[src/rtl/core/wfm_pkg.sv]
// Package for the windowed FIFO mean block: payload structs, codes, control structs.
`default_nettype none
package wfm_pkg;

    localparam int ID_W     = 16;
    localparam int HEIGHT_W = 9;
    localparam int MEAN_W   = 9;
    localparam int STATUS_W = 2;

    localparam logic CMD_INSERT = 1'b0;
    localparam logic CMD_REMOVE = 1'b1;

    localparam logic [STATUS_W-1:0] ST_MEAN   = 2'd0;
    localparam logic [STATUS_W-1:0] ST_POPPED = 2'd1;
    localparam logic [STATUS_W-1:0] ST_EMPTY  = 2'd2;

    typedef struct packed {
        logic                cmd;
        logic [ID_W-1:0]     entry_id;
        logic [HEIGHT_W-1:0] height;
    } in_item_t;

    typedef struct packed {
        logic [STATUS_W-1:0] status;
        logic [MEAN_W-1:0]   mean_height;
        logic [ID_W-1:0]     removed_id;
        logic [HEIGHT_W-1:0] removed_height;
    } out_item_t;

    // Commands from the controller to the datapath
    typedef struct packed {
        logic load;      // take the accepted item, update the store
        logic div_step;  // one restoring divider iteration
        logic finish;    // load the result register
    } ctrl_cmd_t;

    // Status from the datapath to the controller
    typedef struct packed {
        logic div_last;  // current divider step is the final one
    } dp_stat_t;

endpackage
`default_nettype wire

[src/rtl/core/windowed_fifo_mean.sv]
// Top level of the windowed FIFO mean block: controller plus datapath.
//
// A bounded FIFO of up to CAPACITY entries (id, height) with a running sum.
// Item channel (item_valid/item_ready/item): cmd insert appends an entry,
// dropping the oldest one when full; cmd remove pops the oldest entry.
// Result channel (result_valid/result_ready/result): one transfer per item.
//   insert -> status mean, mean height rounded to nearest, ties to even
//   remove -> status removed with the popped id and height, or status empty
// item_ready is high only while the controller is idle. An insert runs the
// restoring divider between accept and finish, producing the SUM_W-bit
// quotient one bit per cycle, while a remove goes from accept straight to
// finish. The divider loop sets the insert rate.
// The result sits in an output register; the next item is taken while it
// waits. When the receiver stalls, the finished result of that next item is
// held inside until the output register frees up, and then no further item
// is taken.
// Reset (rst_n, asynchronous, active low) empties the store and drops any
// pending result; stored entries are never read before they are written.
`default_nettype none
module windowed_fifo_mean #(
    parameter int CAPACITY = 5
) (
    input  wire logic              clk,
    input  wire logic              rst_n,
    input  wire logic              item_valid,
    output logic                   item_ready,
    input  wire wfm_pkg::in_item_t item,
    output logic                   result_valid,
    input  wire logic              result_ready,
    output wfm_pkg::out_item_t     result
);

    wfm_pkg::ctrl_cmd_t ctrl;
    wfm_pkg::dp_stat_t  stat;

    // sequence accept, divide and finish
    wfm_ctrl u_ctrl (
        .clk          (clk),
        .rst_n        (rst_n),
        .item_valid   (item_valid),
        .item_ready   (item_ready),
        .item_cmd     (item.cmd),
        .result_valid (result_valid),
        .result_ready (result_ready),
        .ctrl         (ctrl),
        .stat         (stat)
    );

    // hold the ring store, sum, divider and output register
    wfm_datapath #(
        .CAPACITY (CAPACITY)
    ) u_dp (
        .clk    (clk),
        .rst_n  (rst_n),
        .item   (item),
        .ctrl   (ctrl),
        .stat   (stat),
        .result (result)
    );

endmodule
`default_nettype wire

[src/rtl/core/wfm_ctrl.sv]
// Controller state machine for the windowed FIFO mean block.
`default_nettype none
module wfm_ctrl (
    input  wire logic              clk,
    input  wire logic              rst_n,
    input  wire logic              item_valid,
    output logic                   item_ready,
    input  wire logic              item_cmd,
    output logic                   result_valid,
    input  wire logic              result_ready,
    output wfm_pkg::ctrl_cmd_t     ctrl,
    input  wire wfm_pkg::dp_stat_t stat
);

    localparam logic [1:0] S_IDLE = 2'd0;
    localparam logic [1:0] S_DIV  = 2'd1;
    localparam logic [1:0] S_FIN  = 2'd2;

    logic [1:0] state_reg, state_next;
    logic       valid_reg, valid_next;
    logic       accept;
    logic       slot_free;

    assign item_ready   = (state_reg == S_IDLE);
    assign accept       = item_valid && item_ready;
    assign result_valid = valid_reg;
    assign slot_free    = !valid_reg || result_ready;

    always_comb
    begin
        state_next    = state_reg;
        valid_next    = valid_reg;
        ctrl.load     = 1'b0;
        ctrl.div_step = 1'b0;
        ctrl.finish   = 1'b0;
        if (valid_reg && result_ready)
        begin
            valid_next = 1'b0;
        end
        case (state_reg)
            S_IDLE:
            begin
                if (accept)
                begin
                    ctrl.load  = 1'b1;
                    state_next = (item_cmd == wfm_pkg::CMD_INSERT) ? S_DIV : S_FIN;
                end
            end
            S_DIV:
            begin
                ctrl.div_step = 1'b1;
                if (stat.div_last)
                begin
                    state_next = S_FIN;
                end
            end
            S_FIN:
            begin
                // hold until the output register is free
                if (slot_free)
                begin
                    ctrl.finish = 1'b1;
                    valid_next  = 1'b1;
                    state_next  = S_IDLE;
                end
            end
            default:
            begin
                state_next = S_IDLE;
            end
        endcase
    end

    always_ff @(posedge clk or negedge rst_n)
    begin
        if (!rst_n)
        begin
            state_reg <= S_IDLE;
            valid_reg <= 1'b0;
        end
        else
        begin
            state_reg <= state_next;
            valid_reg <= valid_next;
        end
    end

endmodule
`default_nettype wire

[src/rtl/core/wfm_datapath.sv]
// Datapath: ring store, running sum, restoring divider and result register.
`default_nettype none
module wfm_datapath #(
    parameter int CAPACITY = 5
) (
    input  wire logic               clk,
    input  wire logic               rst_n,
    input  wire wfm_pkg::in_item_t  item,
    input  wire wfm_pkg::ctrl_cmd_t ctrl,
    output wfm_pkg::dp_stat_t       stat,
    output wfm_pkg::out_item_t      result
);

    localparam int IDX_W = (CAPACITY > 1) ? $clog2(CAPACITY) : 1;
    localparam int CNT_W = $clog2(CAPACITY + 1);
    localparam int SUM_W = $clog2(CAPACITY * 511 + 1);
    localparam int STEP_W = (SUM_W > 1) ? $clog2(SUM_W) : 1;
    localparam logic [CNT_W-1:0]  CAP_C     = CNT_W'(CAPACITY);
    localparam logic [CNT_W:0]    CAP_X     = (CNT_W + 1)'(CAPACITY);
    localparam logic [IDX_W-1:0]  LAST_IDX  = IDX_W'(CAPACITY - 1);
    localparam logic [STEP_W-1:0] STEP_LAST = STEP_W'(SUM_W - 1);

    logic [wfm_pkg::ID_W-1:0]     id_mem_reg [CAPACITY];
    logic [wfm_pkg::HEIGHT_W-1:0] ht_mem_reg [CAPACITY];

    logic [IDX_W-1:0]  head_reg, head_next;
    logic [CNT_W-1:0]  count_reg, count_next;
    logic [SUM_W-1:0]  sum_reg, sum_next;
    logic [SUM_W-1:0]  num_reg, num_next;
    logic [CNT_W-1:0]  rem_reg, rem_next;
    logic [STEP_W-1:0] step_reg, step_next;
    logic              op_insert_reg, op_insert_next;
    wfm_pkg::out_item_t pend_reg, pend_next;
    wfm_pkg::out_item_t result_reg, result_next;

    logic                         full;
    logic [IDX_W-1:0]             head_inc;
    logic [CNT_W:0]               tail_sum;
    logic [IDX_W-1:0]             tail_slot;
    logic [IDX_W-1:0]             wr_slot;
    logic                         wr_en;
    logic [wfm_pkg::ID_W-1:0]     head_id;
    logic [wfm_pkg::HEIGHT_W-1:0] head_ht;
    logic [CNT_W:0]               rem_shift;
    logic                         rem_ge;
    logic [CNT_W:0]               twice_rem;
    logic                         round_up;
    logic [wfm_pkg::MEAN_W-1:0]   mean;

    assign full     = (count_reg == CAP_C);
    assign head_inc = (head_reg == LAST_IDX) ? '0 : head_reg + 1'b1;
    assign tail_sum = {{(CNT_W + 1 - IDX_W){1'b0}}, head_reg} + {1'b0, count_reg};
    assign tail_slot = (tail_sum >= CAP_X) ? IDX_W'(tail_sum - CAP_X) : IDX_W'(tail_sum);
    assign wr_slot  = full ? head_reg : tail_slot;
    assign wr_en    = ctrl.load && (item.cmd == wfm_pkg::CMD_INSERT);
    assign head_id  = id_mem_reg[head_reg];
    assign head_ht  = ht_mem_reg[head_reg];

    // restoring divider step: sum / count, quotient shifts into num_reg
    assign rem_shift = {rem_reg, num_reg[SUM_W-1]};
    assign rem_ge    = (rem_shift >= {1'b0, count_reg});

    // round to nearest, ties to even
    assign twice_rem = {rem_reg, 1'b0};
    assign round_up  = (twice_rem > {1'b0, count_reg})
                    || ((twice_rem == {1'b0, count_reg}) && num_reg[0]);
    assign mean      = wfm_pkg::MEAN_W'(num_reg) + wfm_pkg::MEAN_W'(round_up);

    assign stat.div_last = (step_reg == STEP_LAST);
    assign result        = result_reg;

    always_comb
    begin
        head_next      = head_reg;
        count_next     = count_reg;
        sum_next       = sum_reg;
        num_next       = num_reg;
        rem_next       = rem_reg;
        step_next      = step_reg;
        op_insert_next = op_insert_reg;
        pend_next      = pend_reg;
        result_next    = result_reg;

        if (ctrl.load)
        begin
            op_insert_next = (item.cmd == wfm_pkg::CMD_INSERT);
            pend_next      = '0;
            if (item.cmd == wfm_pkg::CMD_INSERT)
            begin
                // drop the oldest entry when full, then append
                if (full)
                begin
                    head_next = head_inc;
                    sum_next  = sum_reg - SUM_W'(head_ht) + SUM_W'(item.height);
                end
                else
                begin
                    count_next = count_reg + 1'b1;
                    sum_next   = sum_reg + SUM_W'(item.height);
                end
                num_next  = sum_next;
                rem_next  = '0;
                step_next = '0;
            end
            else if (count_reg == '0)
            begin
                pend_next.status = wfm_pkg::ST_EMPTY;
            end
            else
            begin
                pend_next.status         = wfm_pkg::ST_POPPED;
                pend_next.removed_id     = head_id;
                pend_next.removed_height = head_ht;
                head_next  = head_inc;
                count_next = count_reg - 1'b1;
                sum_next   = sum_reg - SUM_W'(head_ht);
            end
        end

        if (ctrl.div_step)
        begin
            rem_next  = rem_ge ? CNT_W'(rem_shift - {1'b0, count_reg}) : CNT_W'(rem_shift);
            num_next  = {num_reg[SUM_W-2:0], rem_ge};
            step_next = step_reg + 1'b1;
        end

        if (ctrl.finish)
        begin
            if (op_insert_reg)
            begin
                result_next             = '0;
                result_next.status      = wfm_pkg::ST_MEAN;
                result_next.mean_height = mean;
            end
            else
            begin
                result_next = pend_reg;
            end
        end
    end

    always_ff @(posedge clk or negedge rst_n)
    begin
        if (!rst_n)
        begin
            head_reg  <= '0;
            count_reg <= '0;
            sum_reg   <= '0;
            step_reg  <= '0;
        end
        else
        begin
            head_reg  <= head_next;
            count_reg <= count_next;
            sum_reg   <= sum_next;
            step_reg  <= step_next;
        end
    end

    always_ff @(posedge clk)
    begin
        num_reg       <= num_next;
        rem_reg       <= rem_next;
        op_insert_reg <= op_insert_next;
        pend_reg      <= pend_next;
        result_reg    <= result_next;
        if (wr_en)
        begin
            id_mem_reg[wr_slot] <= item.entry_id;
            ht_mem_reg[wr_slot] <= item.height;
        end
    end

endmodule
`default_nettype wire

[config.mk]
export PLATFORM = sky130hd
export DESIGN_NAME = windowed_fifo_mean
export DESIGN_NICKNAME = d
export VERILOG_FILES = /design/src/rtl/core/wfm_pkg.sv /design/src/rtl/core/windowed_fifo_mean.sv /design/src/rtl/core/wfm_ctrl.sv /design/src/rtl/core/wfm_datapath.sv
export SDC_FILE = /design/constraint.sdc
export NUM_CORES = 1
export LEC_CHECK = 0
export ABC_AREA = 1
export CAP_MARGIN = 20
export CORE_ASPECT_RATIO = 0.9
export CORE_UTILIZATION = 45
export DETAILED_ROUTE_END_ITERATION = 10
export DONT_BUFFER_PORTS = 1
export SLEW_MARGIN = 20
export SYNTH_ARGS = -nofsm -noshare
export SYNTH_HDL_FRONTEND = slang
export SYNTH_SLANG_ARGS = --single-unit
[constraint.sdc]
create_clock -name clk -period 4.2 [get_ports clk]
set_input_delay 0.42 -clock clk [delete_from_list [all_inputs] [get_ports clk]]
set_output_delay 0.42 -clock clk [all_outputs]
set_load 0.01 [all_outputs]
Yosys cells after proc, flatten, opt, wreduce, memory -nomap -nowiden
Memory sizes are Yosys's and may differ from the RTL's. A register that Yosys moved wholly into a read port is not among the register bits.
Cells that the tools add are included.

operators by class
  add/subtract/negate cells = 11
  magnitude comparators = 3
  reduce and logical (&&, ||, !) cells = 17
  mux-type cells = 38
  equality and inequality tests = 12
  bitwise logic cells = 1

operator list
  kind                                                 number
  two-way mux 12 bit                                   6
  two-way mux 3 bit                                    13
  adder 12 x 9 -> 12 bit                               2
  two-way mux 4 bit                                    3
  subtractor 12 x 9 -> 12 bit                          1
  two-way mux 1 bit                                    10
  two-way mux 2 bit                                    5
  adder 9 x 1 -> 9 bit                                 1
  AND reduction 3 bit                                  3
  != test 2 bit, second input constant                 4
  adder 3 x 1 -> 3 bit, second input constant          2
  equality test 3 bit, second input constant           2
  one-hot mux 2 bit (3 select lines)                   1
  adder 3 x 3 -> 4 bit                                 1
  adder 4 x 1 -> 4 bit, second input constant          1
  equality test 4 x 3 -> 1 bit                         1
  equality test 4 bit, second input constant           1
  >= comparator 4 x 3 -> 1 bit                         1
  >= comparator 4 x 3 -> 1 bit, second input constant  1
  greater-than comparator 4 x 3 -> 1 bit               1
  logical AND 1 bit                                    4
  != test 2 x 1 -> 1 bit, second input constant        2
  AND reduction 2 bit                                  2
  nonzero test 2 bit                                   2
  11 further kinds                                     12

storage, ports and cells
  bits of input ports = 30
  bits in registers = 88
  word-level logic and storage cells = 99
  bits in writable memories = 125
  output and inout bits = 38
  memories kept = 2

memories
  name             words  bits a word  read ports  clocked after Yosys merged registers in  wr ports  line                text
  u_dp.id_mem_reg  5      16           1           1                                        1         wfm_datapath.sv:23  logic [wfm_pkg::ID_W-1:0] id_mem_reg [CAPACITY];
  u_dp.ht_mem_reg  5      9            1           0                                        1         wfm_datapath.sv:24  logic [wfm_pkg::HEIGHT_W-1:0] ht_mem_reg [CAPACITY];

Logic depth before layout (Yosys ltp)
Gate-level depths: netlist of run 1.

  depth after elaboration = 7
  mapped depth = 26
  gate-level depth less buffers = 24

Hierarchy
Synthesis of run 1 repeated with hierarchy kept, for this count alone.

unflattened totals
  cell total of the unflattened synthesis = 984
  area, all modules = 10603.9 um^2

modules (own cells, without submodules)
  module        times used  seq. area each (um^2)  cells each  area each (um^2)
  wfm_datapath  1           6676.4                 957         10421.2
  wfm_ctrl      1           75.1                   27          182.7

Worst setup path after synthesis of run 1
OpenSTA, ideal clock, no wires.

  path type = register -> register
  start point = reg u_dp.count_reg[0]
  end point = mem u_dp.ht_mem_reg[0][0] (netlist bit), enable pin
  arrival time = 3755 ps
  library setup time = 438 ps
  slack = 7 ps
  cell stages (with the launch flop) = 12
  path buffers = 0
  clock period less this slack = 4193 ps
  data required time = 3762 ps
  cells stage by stage = dfrtp_1 ha_1 fa_1 inv_1 ha_1 o21ai_0 nand2_1 a21oi_1 a21oi_1 o21ai_2 nand2_1 nor3_1

on the way
  word-level cells in the longest chain between the ends = 4
  elaborated cells between the ends (all ways) = 6
  classes of those cells = add/sub: 2; order compare: 1; eq/ne: 1; mux: 2

RTL lines
  element                                                           line                 text
  from (decl)                                                       wfm_datapath.sv:27   logic [CNT_W-1:0] count_reg, count_next;
  from (signal assigned)                                            wfm_datapath.sv:154  count_reg <= count_next;
  adder 3 x 3 -> 4 bit                                              wfm_datapath.sv:52   assign tail_sum = {{(CNT_W + 1 - IDX_W){1'b0}}, head_reg} + {1'b0, count_reg};
  >= comparator 4 x 3 -> 1 bit or subtractor 3 bit (tied branches)  wfm_datapath.sv:53   assign tail_slot = (tail_sum >= CAP_X) ? IDX_W'(tail_sum - CAP_X) : IDX_W'(tail_sum);
  two-way mux 3 bit                                                 wfm_datapath.sv:53
  two-way mux 3 bit *                                               wfm_datapath.sv:54   assign wr_slot = full ? head_reg : tail_slot;
  to (decl)                                                         wfm_datapath.sv:24

Mark *: on every way between the ends. The rest lies on a longest branch, timed or not.

Final worst setup path of run 1
  start point = reg u_dp.head_reg[0]
  end point = reg u_dp.num_reg[11], data pin

on the way
  word-level cells in the longest chain between the ends = 7

RTL lines
  element                      line                 text
  from (decl)                  wfm_datapath.sv:26   logic [IDX_W-1:0] head_reg, head_next;
  from (signal assigned)       wfm_datapath.sv:153  head_reg <= head_next;
  memory (5 x 9 bit)           n/a
  via u_dp.head_ht, one bit    wfm_datapath.sv:43   logic [wfm_pkg::HEIGHT_W-1:0] head_ht;
  subtractor 12 x 9 -> 12 bit  wfm_datapath.sv:94   sum_next = sum_reg - SUM_W'(head_ht) + SUM_W'(item.height);
  adder 12 x 9 -> 12 bit       wfm_datapath.sv:94
  two-way mux 12 bit           wfm_datapath.sv:91   if (full)
  two-way mux 12 bit           wfm_datapath.sv:88   if (item.cmd == wfm_pkg::CMD_INSERT)
  two-way mux 12 bit           wfm_datapath.sv:84   if (ctrl.load)
  two-way mux 12 bit           wfm_datapath.sv:120  if (ctrl.div_step)
  via u_dp.num_next[11]        wfm_datapath.sv:29   logic [SUM_W-1:0] num_reg, num_next;
  to (signal assigned)         wfm_datapath.sv:162  num_reg <= num_next;
  to (decl)                    wfm_datapath.sv:29

The timed path passes the listed nets, and every way through them passes these cells. The select of a mux whose other input is x is not followed.
A chain may end at the register's enable or synchronous reset.

==> results of run 1 <==
[per-layer routing]
layer	global-route usage [%]	vias up	wire length, µm
met3	4.07	37	1720
met2	28.7	229	9870
met1	30.7	3327	11300
met4	5.14	0	538
met5	0	-	0
li1	-	3539	-
[timing repair]
item | 4_1_cts | 5_1_grt
hold buffers | 28 | 0
resized for setup | 0 | 15
endpoints found under the hold margin | 151 | 0
setup endpoints to repair | 0 | 9
buffers inserted | 0 | 1
[logic make-up after synthesis]
logic type | Yosys count
fa+ha+maj | 40
compound gates | 192
simple gates | 336
flops | 229
buf+inv | 153
mux | 9
xor+xnor | 18
[per-stage QoR]
stage          power [mW]  cells
4_1_cts              11.0   1376
2_1_floorplan        6.92    977
5_1_grt              12.0   1379
6_report             11.1   1379
3_3_place_gp         8.82   1302
3_5_place_dp         8.90   1302
[path summary, 6_finish.rpt]
| kind | endpoint | slack, ns | depth (start not counted) | startpoint |
|---|---|---|---|---|
| worst max-delay path | u_dp.num_reg[11] | 0.31 | 24 | u_dp.head_reg[0] |
| worst min-delay path | u_dp.sum_reg[7] | 0.06 | 2 | item[25] |
| worst max register to register | u_dp.num_reg[11] | 0.31 | 24 | u_dp.head_reg[0] |
| worst min register to register | u_dp.step_reg[0] | 0.52 | 1 | u_dp.step_reg[0] |
| max in group asynchronous | u_dp.head_reg[1] | 3.68 | 2 | rst_n |
| min in group asynchronous | u_ctrl.result_valid | 0.32 | 2 | rst_n |
[final cells by class]
type                       instances  area (µm²)  area share (%)
timing repair buffer              94         865            6.90
inverter                         118         448            3.58
multi-input combinational        595        3330            26.6
sequential                       229        6750            53.9
clock inverter                    11        85.1           0.679
tap                              297         372            2.97
clock buffer                      35         673            5.37
[cells in the mapped netlist, types with 4 or more instances]
cell and n:
a21oi_1 29, a31oi_1 8, buf_2 5, clkbuf_1 24, dfrtp_1 25, edfxtp_1 204, fa_1 5, ha_1 35
inv_1 108, inv_2 6, mux2i_1 9, nand2_1 127, nand2_2 4, nand3_1 29, nand3_2 4, nand4_1 4
nor2_1 147, nor3_1 8, o211ai_1 5, o21ai_0 102, o21ai_1 11, o22ai_1 26, xnor2_1 6, xor2_1 12
[power by group]
| group | switching [mW] | total (mW) | internal (mW) |
|---|---|---|---|
| clock | 0.862 | 2.04 | 1.18 |
| sequential | 0.331 | 3.62 | 3.29 |
| combinational | 3.31 | 5.46 | 2.15 |
==> impl_metrics.env, run 1 <==
export IMPL_grt_usage_pct=20.0
export IMPL_largest_register_ffs=80
export IMPL_viasPerCell=5.17
export IMPL_yosys_warnings=0
export IMPL_drtAntennaViolNets=0
export IMPL_antenna_cells=0
export IMPL_synthMuxAreaShare_pct=0.847
export IMPL_status="completed"
export IMPL_synthAdderAreaFrac_pct=5.06
export IMPL_ir_worst_vdd_v=0.000443
export IMPL_ys_ff_latch=229
export IMPL_hold_class="primary input to flip-flop"
export IMPL_coreArea_mm2=0.0228
export IMPL_synth_ff_type="edfxtp_1"
export IMPL_row_count=52
export IMPL_synth_compound_area_share_pct=10.0
export IMPL_yosys_area_share_simple_pct=13.4
export IMPL_synth_top_area_share_pct=57.6
export IMPL_place_congestion=0.883
export IMPL_finalHoldViolations=0
export IMPL_slew_viol_final=0
export IMPL_finalSetupTns_ns=0
export IMPL_start_util_pct=46.6
export IMPL_dieWidth_um=164
export IMPL_cts_made_buffers=25
export IMPL_syn2layout_area_growth_pct=17.8
export IMPL_cp_num_buf_inv=4
export IMPL_p_leak_nw=5.04
export IMPL_pre_cts_ws_ns=0.120
export IMPL_fin_crit_ns=3.89
export IMPL_cpMaxStageDelayCell="dfrtp_1"
export IMPL_crit_arrival_ns=4.17
export IMPL_post_route_period_util_pct=92.7
export IMPL_crit_required_ns=4.48
export IMPL_wl_per_cell_um=17.0
export IMPL_cts_buffer_depth=3
export IMPL_critPathTopFamily="compound AO/OA/AOI/OAI gates"
export IMPL_synthCells=977
export IMPL_rsz0062_at_grt="no"
export IMPL_yosysTopAreaCell="edfxtp_1"
export IMPL_grt_max_degree=37
export IMPL_drtIter0Drc=593
export IMPL_crit_chain="inv_2 > buf_6 > nor2_1 > o22ai_1 > nand2_1 > nand2_1 > ha_1 > inv_1 > fa_1 > a21oi_2 > o21ai_1 > a31oi_1 > xor2_1 > o21ai_1 > ha_1 > buf_4 > a31oi_1 > nand3_2 > nand3_2 > nor2_4 > nand2_2 > nand2_1 > nand2_1 > nand2_1"
export IMPL_end_kind="flip-flop"
export IMPL_die_area_mm2=0.0243
export IMPL_clkLatencyLatePin_ns=0.52
export IMPL_routed_wl_mm=23.5
export IMPL_drive_gt1_share_pct=13.3
export IMPL_clock_sinks=229
export IMPL_maxSlewHeadroom_pct=30.0
export IMPL_crit_top_cell="nand2_1"
export IMPL_layout_commonest_cell="edfxtp_1"
export IMPL_p_per_area_mw_per_mm2=888
export IMPL_overflow=0
export IMPL_async_reset_ff_share_pct=10.9
export IMPL_vias=7132
export IMPL_dp_hpwl_mm=15.8
export IMPL_fillers=1969
export IMPL_drc=0
export IMPL_antenna_found_initial=0
export IMPL_synth_distinct_cells=45
export IMPL_synthesis_area_mm2=0.0106
export IMPL_clk_pin_slew_worst_paths_ns=0.06
export IMPL_synth_xor_area_share_pct=1.48
export IMPL_synth_top_family_by_area="simple AND/OR/NAND/NOR gates"
export IMPL_nets=1133
export IMPL_avgSynthCellArea_um2=10.9
export IMPL_fmax_mhz=257
export IMPL_finalSetupViolCount=0
export IMPL_start_kind="flip-flop"
export IMPL_synth_seq_area_share_pct=63.5
export IMPL_first_global_vias=6804
export IMPL_first_pass_iters=5
export IMPL_max_stage_delay_ns=0.42
export IMPL_fin_ws_ns=0.307
export IMPL_die_h_um=148
export IMPL_htree_levels=1
export IMPL_max_cap_violations=0
export IMPL_postLayoutCoreUtil_pct=54.9
export IMPL_synth_area_top_cells="edfxtp_1 (58%), dfrtp_1 (5.9%), nor2_1 (5.2%), o21ai_0 (4.8%), nand2_1 (4.5%)"
export IMPL_tightest_slew_ns=1.05
export IMPL_cts_tree="done"
export IMPL_io_pins=68
export IMPL_clock_skew_ns=0.0146
export IMPL_fin_area_mm2=0.0125
export IMPL_grt_pass1_wl_mm=37.3
export IMPL_synthesis_nets=1047
export IMPL_synth_edf_count=204
export IMPL_layout_common_cells="edfxtp_1 (204), nor2_1 (143), nand2_1 (127)"
export IMPL_hold_worst_slack_ns=0.0574
export IMPL_io_buffers=0
export IMPL_critPathMaxFanout=15
export IMPL_placed_cell_area_mm2=0.0114
export IMPL_cts_root_buf="clkbuf_16"
export IMPL_worstSetupPathType="flip-flop to flip-flop"
(Power assumes the default switching activity.)
==> inputs of run 2 (changes only) <==
HOLD_SLACK_MARGIN = 0.08   (was not set)
==> impl_metrics.env, run 2 (same netlist as run 1, synthesis figures left out) <==
export IMPL_cts_root_buf="clkbuf_16"
export IMPL_finalSetupViolCount=0
export IMPL_fin_crit_ns=3.90
export IMPL_status="completed"
export IMPL_pre_cts_ws_ns=0.120
export IMPL_routed_wl_mm=23.5
export IMPL_io_pins=68
export IMPL_row_count=52
export IMPL_tightest_slew_ns=1.05
export IMPL_overflow=0
export IMPL_fmax_mhz=256
export IMPL_p_per_area_mw_per_mm2=886
export IMPL_layout_commonest_cell="edfxtp_1"
export IMPL_crit_arrival_ns=4.18
export IMPL_start_kind="flip-flop"
export IMPL_fin_cells=1381
export IMPL_antenna_found_initial=0
export IMPL_clk_pin_slew_worst_paths_ns=0.06
export IMPL_dpl_cell_count=1302
export IMPL_max_cap_violations=0
export IMPL_finalHoldViolations=0
export IMPL_finalPower_mw=11.1
export IMPL_clock_skew_ns=0.0149
export IMPL_die_area_mm2=0.0243
export IMPL_slew_viol_final=0
export IMPL_die_h_um=148
export IMPL_clkLatencyLatePin_ns=0.52
export IMPL_viasPerCell=5.15
export IMPL_cts_tree="done"
export IMPL_start_util_pct=46.6
export IMPL_drive_gt1_share_pct=13.3
export IMPL_post_route_period_util_pct=92.9
export IMPL_dieWidth_um=164
export IMPL_dp_hpwl_mm=15.8
export IMPL_grt_pass1_wl_mm=37.4
export IMPL_layout_common_cells="edfxtp_1 (204), nor2_1 (143), nand2_1 (127)"
export IMPL_drc=0
export IMPL_finalSetupTns_ns=0
export IMPL_maxSlewHeadroom_pct=30.0
export IMPL_syn2layout_area_growth_pct=18.0
export IMPL_drtAntennaViolNets=0
export IMPL_place_congestion=0.883
export IMPL_rsz0062_at_grt="no"
export IMPL_coreArea_mm2=0.0228
export IMPL_wl_per_cell_um=17.0
export IMPL_htree_levels=1
export IMPL_io_buffers=0
export IMPL_p_leak_nw=5.05
export IMPL_grt_usage_pct=20.1
export IMPL_clock_sinks=229
export IMPL_fin_ws_ns=0.296
export IMPL_cts_buffer_depth=3
export IMPL_antenna_cells=0
export IMPL_r2r_worst_path_cells=24
export IMPL_critPathMaxFanout=15
export IMPL_hold_class="primary input to flip-flop"
export IMPL_first_global_vias=6815
export IMPL_cts_made_buffers=25
export IMPL_first_pass_iters=5
export IMPL_crit_required_ns=4.48
export IMPL_end_kind="flip-flop"
export IMPL_nets=1135
export IMPL_largest_register_ffs=80
export IMPL_vias=7113
export IMPL_grt_max_degree=37
export IMPL_ir_worst_vdd_v=0.000442
export IMPL_worstSetupPathType="flip-flop to flip-flop"
export IMPL_hold_depth=3
export IMPL_drtIter0Drc=590
-- run 2: worst paths after layout --
kind                                       endpoint        startpoint  slack [ns]
min in group asynchronous       u_ctrl.result_valid             rst_n        0.33
worst min-delay path                u_dp.sum_reg[7]          item[25]         0.1
worst max-delay path               u_dp.num_reg[11]  u_dp.head_reg[0]        0.30
max in group asynchronous          u_dp.head_reg[1]             rst_n        3.67
worst max register to register     u_dp.num_reg[11]  u_dp.head_reg[0]        0.30
worst min register to register     u_dp.step_reg[0]  u_dp.step_reg[0]        0.52
-- run 2: layer usage --
layer	share of wire (%)	track usage, %	routed length, µm	vias up
met5	0	0	0	-
met4	2.2	5.05	524	0
met3	7.3	4.07	1710	35
met2	42	29.0	9880	207
met1	48	30.8	11300	3326
li1	-	-	-	3545
-- run 2: stage by stage --
step                      cell area, µm²  util (%)  hold slack [ns]
after floorplan                    10600         -            0.124
after global placement             11400      49.9            0.125
after detailed placement           11400      49.9            0.125
after CTS                          12500      54.6           0.0895
after global routing               12500      55.0            0.101
final                              12500      55.0           0.0997
-- run 2: layout make-up --
| cell class | instances | area [µm²] |
|---|---|---|
| fillers | 1967 | 10300 |
| flip-flops and latches | 229 | 6750 |
| multi-input cells | 595 | 3330 |
| repair buffers | 96 | 885 |
| clock buffers | 35 | 673 |
| inverters | 118 | 448 |
| well taps | 297 | 372 |
| clock inverters | 11 | 85.1 |
-- run 2: report_power, final --
group / internal (mW) / leakage, nW / total, mW / switching (mW)
Clock: 1.18 / 0.369 / 2.04 / 0.863
Sequential: 3.29 / 2.18 / 3.62 / 0.330
Combinational: 2.15 / 2.50 / 5.46 / 3.31
-- run 2: timing repair --
action / CTS / global route
endpoints found under the hold margin: 157 / 0
buffers inserted: 0 / 1
resized for setup: 0 / 15
setup endpoints to repair: 0 / 9
hold buffers: 30 / 0
-- run 2: critical path: stages (launching register included) --
cell and delay [ns]:
dfrtp_1 0.42, inv_2 0.11, buf_6 0.16, nor2_1 0.06, o22ai_1 0.17, nand2_1 0.09, nand2_1 0.09, ha_1 0.15
inv_1 0.04, fa_1 0.40, a21oi_2 0.19, o21ai_1 0.11, a31oi_1 0.21, xor2_1 0.20, o21ai_1 0.11, ha_1 0.29
buf_4 0.14, a31oi_1 0.19, nand3_2 0.17, nand3_2 0.13, nor2_4 0.04, nand2_2 0.06, nand2_1 0.05, nand2_1 0.05
nand2_1 0.06
